===== src/rtl/dmc_pkg.sv =====
package dmc_pkg;

    localparam int RND_W     = 16;
    localparam int RND_CNT_W = 4;
    localparam int CFG_W     = 6;
    localparam int CFG_IDX_W = 1;
    localparam int POS_W     = 5;
    localparam int WALL_W    = 4;
    localparam int EV_W      = 2;
    localparam int OUT_W     = 32;
    localparam int OUT_PAD_W = OUT_W - (4 * POS_W + 2 * WALL_W + 1);

    localparam logic [CFG_IDX_W-1:0] CFG_GRID_ROWS = 1'd0;
    localparam logic [CFG_IDX_W-1:0] CFG_GRID_COLS = 1'd1;
    localparam logic [CFG_W-1:0]     GRID_RESET    = 6'd16;

    // wall bit positions
    localparam int W_LEFT   = 0;
    localparam int W_TOP    = 1;
    localparam int W_RIGHT  = 2;
    localparam int W_BOTTOM = 3;
    localparam logic [WALL_W-1:0] ALL_WALLS = 4'hF;

    typedef enum logic [0:0] {
        ACT_START = 1'b0,
        ACT_STEP  = 1'b1
    } t_action;

    typedef enum logic [EV_W-1:0] {
        EV_STARTED   = 2'd0,
        EV_CARVED    = 2'd1,
        EV_BACKTRACK = 2'd2,
        EV_DONE      = 2'd3
    } t_event;

    typedef enum logic [1:0] {
        DIR_TOP    = 2'd0,
        DIR_LEFT   = 2'd1,
        DIR_RIGHT  = 2'd2,
        DIR_BOTTOM = 2'd3
    } t_dir;

    typedef struct packed {
        logic                visited;
        logic [WALL_W-1:0]   walls;
    } t_cell;

    typedef enum logic [3:0] {
        S_CLEAR,
        S_IDLE,
        S_RD,
        S_EVAL,
        S_MOD_GO,
        S_MOD_WAIT,
        S_ST_WR,
        S_CARVE,
        S_CARVE2,
        S_BT_RD,
        S_BT_WAIT,
        S_BT_DATA,
        S_EMIT
    } t_state;

endpackage


===== src/rtl/dmc_mod_unit.sv =====
module dmc_mod_unit #(
    parameter int DIV_W = 9
) (
    input  logic                      i_clk,
    input  logic                      i_rst_n,
    input  logic                      i_start,
    input  logic [dmc_pkg::RND_W-1:0] i_dividend,
    input  logic [DIV_W-1:0]          i_divisor,
    output logic                      o_done,
    output logic [DIV_W-1:0]          o_rem
);

    import dmc_pkg::*;

    logic                 r_busy;
    logic                 r_done;
    logic [RND_CNT_W-1:0] r_cnt;
    logic [DIV_W-1:0]     r_rem;
    logic [RND_W-1:0]     r_dq;
    logic [DIV_W-1:0]     r_dvs;

    logic [DIV_W:0]       trial;
    logic [DIV_W-1:0]     rem_nx;

    // restoring remainder, one dividend bit per cycle, MSB first
    always_comb begin
        trial = {r_rem, r_dq[RND_W-1]};
        if (trial >= {1'b0, r_dvs}) begin
            rem_nx = DIV_W'(trial - {1'b0, r_dvs});
        end else begin
            rem_nx = DIV_W'(trial);
        end
    end

    always_ff @(posedge i_clk) begin
        if (!i_rst_n) begin
            r_busy <= 1'b0;
            r_done <= 1'b0;
            r_cnt  <= '0;
        end else begin
            r_done <= 1'b0;
            if (i_start) begin
                r_busy <= 1'b1;
                r_cnt  <= '0;
            end else if (r_busy) begin
                r_cnt <= r_cnt + RND_CNT_W'(1);
                if (r_cnt == RND_CNT_W'(RND_W - 1)) begin
                    r_busy <= 1'b0;
                    r_done <= 1'b1;
                end
            end
        end
    end

    always_ff @(posedge i_clk) begin
        if (i_start) begin
            r_rem <= '0;
            r_dq  <= i_dividend;
            r_dvs <= i_divisor;
        end else if (r_busy) begin
            r_rem <= rem_nx;
            r_dq  <= {r_dq[RND_W-2:0], 1'b0};
        end
    end

    assign o_done = r_done;
    assign o_rem  = r_rem;

endmodule


===== config.mk =====
export PLATFORM = sky130hd
export DESIGN_NAME = dmc_mod_unit
export DESIGN_NICKNAME = d
export VERILOG_FILES = /design/src/rtl/dmc_pkg.sv /design/src/rtl/dmc_mod_unit.sv
export SDC_FILE = /design/constraint.sdc
export NUM_CORES = 1
export LEC_CHECK = 0
export BUFFER_PORTS_ARGS = -buffer_cell sky130_fd_sc_hd__buf_2
export CORE_MARGIN = 2
export CORE_UTILIZATION = 51
export DETAILED_ROUTE_END_ITERATION = 10
export GPL_ROUTABILITY_DRIVEN = 0
export PLACE_DENSITY = 0.74
export SETUP_SLACK_MARGIN = 0.2
export SYNTH_ARGS = -nofsm -noshare
export SYNTH_HDL_FRONTEND = slang
export SYNTH_SLANG_ARGS = --single-unit

===== constraint.sdc =====
create_clock -name i_clk -period 3.3 [get_ports i_clk]
set_input_delay 0.495 -clock i_clk [delete_from_list [all_inputs] [get_ports i_clk]]
set_output_delay 0.495 -clock i_clk [all_outputs]
set_load 0.02 [all_outputs]

==> results.yml <==
job:
  maxCapViolCount: 0
pwr:
  switchingPower_uw: 303
  power_density_nw_per_um2: 519
  pwr-share-clk_pct: 33.1
  fin_total_pwr_mw: 1.23
  sequentialPowerShare_pct: 49.0
  p_int_uw: 922
  switching_share_pct: 24.8
  ir_worst_vdd_mv: 0.293
  p_comb_share_pct: 17.9
  power.leakage_nw: 1.05
global_routing:
  grt.total_usage_pct: 18.9
  overflow: 0
  grt_pass1_wl_microns: 6240
  grt_pass1_vias: 1375
  grt_max_degree: 35
  antenna_found_initial: 0
timing:
  max_freq_ghz: 0.345
  finClkSkew_ns: 0.00481
  timing.final.ws_setup_ns: 0.401
  rsz0062_at_grt: "no"
  tns_ns: 0
  hold_viol: 0
  finalMaxSlewViolations: 0
  fin_crit_ns: 2.90
  setup-violations-final: 0
  slew_headroom_pct: 55.1
  tightest_slew_ns: 0.673
  final.period_utilization_pct: 87.9
floorplanning:
  fp.coreArea_sq_um: 3740
  ios: 38
  initial_core_util_pct: 54.0
  die_area_sq_um: 4480
  fp.dieH_microns: 66.9
  row_count: 22
  dieWidth_microns: 66.9
yosys:
  yosysTopAreaCell: "edfxtp_1"
  syn_inst: 169
  synth_edf_count: 25
  synth_seq_cells: 40
  synth-async-reset-ratio_pct: 0
  synth_ff_type: "edfxtp_1"
  yosys_warnings: 0
  yosys-top-cells-area: "edfxtp_1 37%, dfxtp_1 15%, mux2_2 8.4%"
  yosysSeqAreaShare_pct: 52.0
  syn-cell-area_sq_um: 2020
  synth_cell_types: 42
  syn_avg_cell_area_sq_um: 12.0
  syn_nets: 208
  netlist.area_leader.share_pct: 37.2
worst_hold_path:
  hp-class: "in -> reg"
  min_from: "i_divisor[6]"
setup_path:
  crit_fanout: 13
  crit_start: "r_dq[15]$_DFFE_PP_"
  end_kind: "register"
  arrival_ns: 3.09
  worstSetupPathType: "reg -> reg"
  cp.required_ns: 3.50
  reg2reg_from: "r_dq[15]$_DFFE_PP_"
  cp-start-kind: "register"
clock_tree:
  cts-buffers-inserted: 5
  hold_buffers: 0
  ctsHtreeMaxLevel: 2
  cts_setup_buffers: 0
  cts_num_sinks: 40
  cts.clk_slew.worst_paths_ns: 0.07
  cts_tree: "built"
  cts_root_buf: "clkbuf_8"
  clk_latency_ns: 0.29
  clock_path_buffers: 2
  post_cts_resized: 0
finish:
  multi_input_area_sq_um: 883
  drive_gt1_share_pct: 30.6
  num_antenna_cells: 0
  nFillCells: 314
  seq_area_sq_um: 1050
  area_growth_pct: 16.8
  nNetsFinal: 247
  fin_cells: 257
place:
  dpl.hpwl_microns: 2610
  dp_cells: 249
  port_buffers: 37
  pre_cts_slack_ns: 0.436
drt:
  wl_microns: 3650
  vias_per_cell: 5.39
  avgRoutedWirePerCell_microns: 14.2
  detail_route.first_pass.iterations: 4
  vias: 1385
  drtAntennaViolNets: 0
  drt_iter0_markers: 45
  drc_errors: 0
status:
  status: "finished clean"
-- power groups by stage --
stage	combinational, mW	sequential (mW)	clock [mW]
2_1_floorplan	0.160	0.611	0
4_1_cts	0.220	0.601	0.413
3_5_place_dp	0.216	0.612	0
6_report	0.219	0.601	0.405
5_1_grt	0.243	0.605	0.439
3_3_place_gp	0.207	0.610	0
-- placed cells by master (no fill, tap or decap), types with 2 or more instances in the layout --
cell      instances
a211o_1           3
a211oi_1          2
a21o_1            3
a21oi_1           3
a221oi_1          2
a311oi_1          3
and4_1            2
buf_2            37
clkbuf_8          6
dfxtp_1          15
edfxtp_1         25
ha_1             10
inv_1            15
mux2_2           15
mux2i_1           6
nand2_1           7
nand2b_1          2
nand4_1           2
nor2_1           13
nor2b_1           3
o21ai_0           5
o31ai_1           2
xnor2_1           4
xor2_1            4
-- cells by family after synthesis --
family / Yosys count / synth area share (%)
flops: 40 / 52.0
simple gates: 35 / 8.55
compound gates: 33 / 13.2
buf+inv: 21 / 4.27
mux: 21 / 11.3
fa+ha+maj: 11 / 7.18
xor+xnor: 8 / 3.47
-- per-stage QoR --
stage,area [sq um],utilization (%),hold WS [ns]
5_1_grt,2360,63.0,0.363
3_5_place_dp,2240,59.9,0.475
2_1_floorplan,2020,-,0.480
6_report,2360,63.0,0.376
4_1_cts,2360,63.0,0.373
3_3_place_gp,2240,59.9,0.465
-- flip-flops by register name (all words and copies together), names as in the netlist --
register,cells
r_dvs,9
r_dq,16
o_done,1
o_rem,9
r_busy,1
r_cnt,4
-- synth_stat cells, types with 2 or more instances --
cell,number
nand4_1,2
xnor2_1,4
dfxtp_1,15
mux2i_1,6
nor2b_1,3
mux2_2,15
a21oi_1,3
a211oi_1,2
inv_1,15
a311oi_1,3
nor2_1,13
o21ai_0,5
and4_1,2
xor2_1,4
nand2_1,7
a21o_1,3
a211o_1,3
o31ai_1,2
nand2b_1,2
a221oi_1,2
ha_1,10
edfxtp_1,25
clkbuf_1,4
-- layout make-up --
class / instances / area share (%)
Clock buffer: 6 / 3.50
Clock inverter: 2 / 1.43
Inverter: 15 / 2.39
Multi-Input combinational cell: 108 / 37.4
Sequential cell: 40 / 44.5
Tap cell: 48 / 2.55
Timing Repair Buffer: 38 / 8.17
-- critical path, stage by stage, from the launching register on --
cell and delay, ns:
edfxtp_1 0.39, inv_1 0.09, ha_1 0.18, inv_1 0.06, fa_1 0.39, a211o_1 0.31, a221o_1 0.34, a211oi_4 0.57
mux2i_1 0.19, a211oi_1 0.29
-- path summary, 6_finish.rpt --
| kind | slack (ns) | end | depth (start not counted) |
|---|---|---|---|
| max | 0.40 | o_rem[1]$_SDFFE_PP0P_ | 9 |
| min | 0.38 | r_dvs[6]$_DFFE_PP_ | 1 |
| max reg2reg | 0.40 | o_rem[1]$_SDFFE_PP0P_ | 9 |
| min reg2reg | 0.48 | o_rem[8]$_SDFFE_PP0P_ | 2 |
-- metal layers --
| layer | global-route usage, % | routed length (microns) |
|---|---|---|
| met4 | 5.36 | 48 |
| met5 | 0 | 0 |
| met2 | 33.1 | 1870 |
| met1 | 22.4 | 1580 |
| met3 | 5.57 | 157 |
Note: power is estimated with default switching activity, not from simulation.
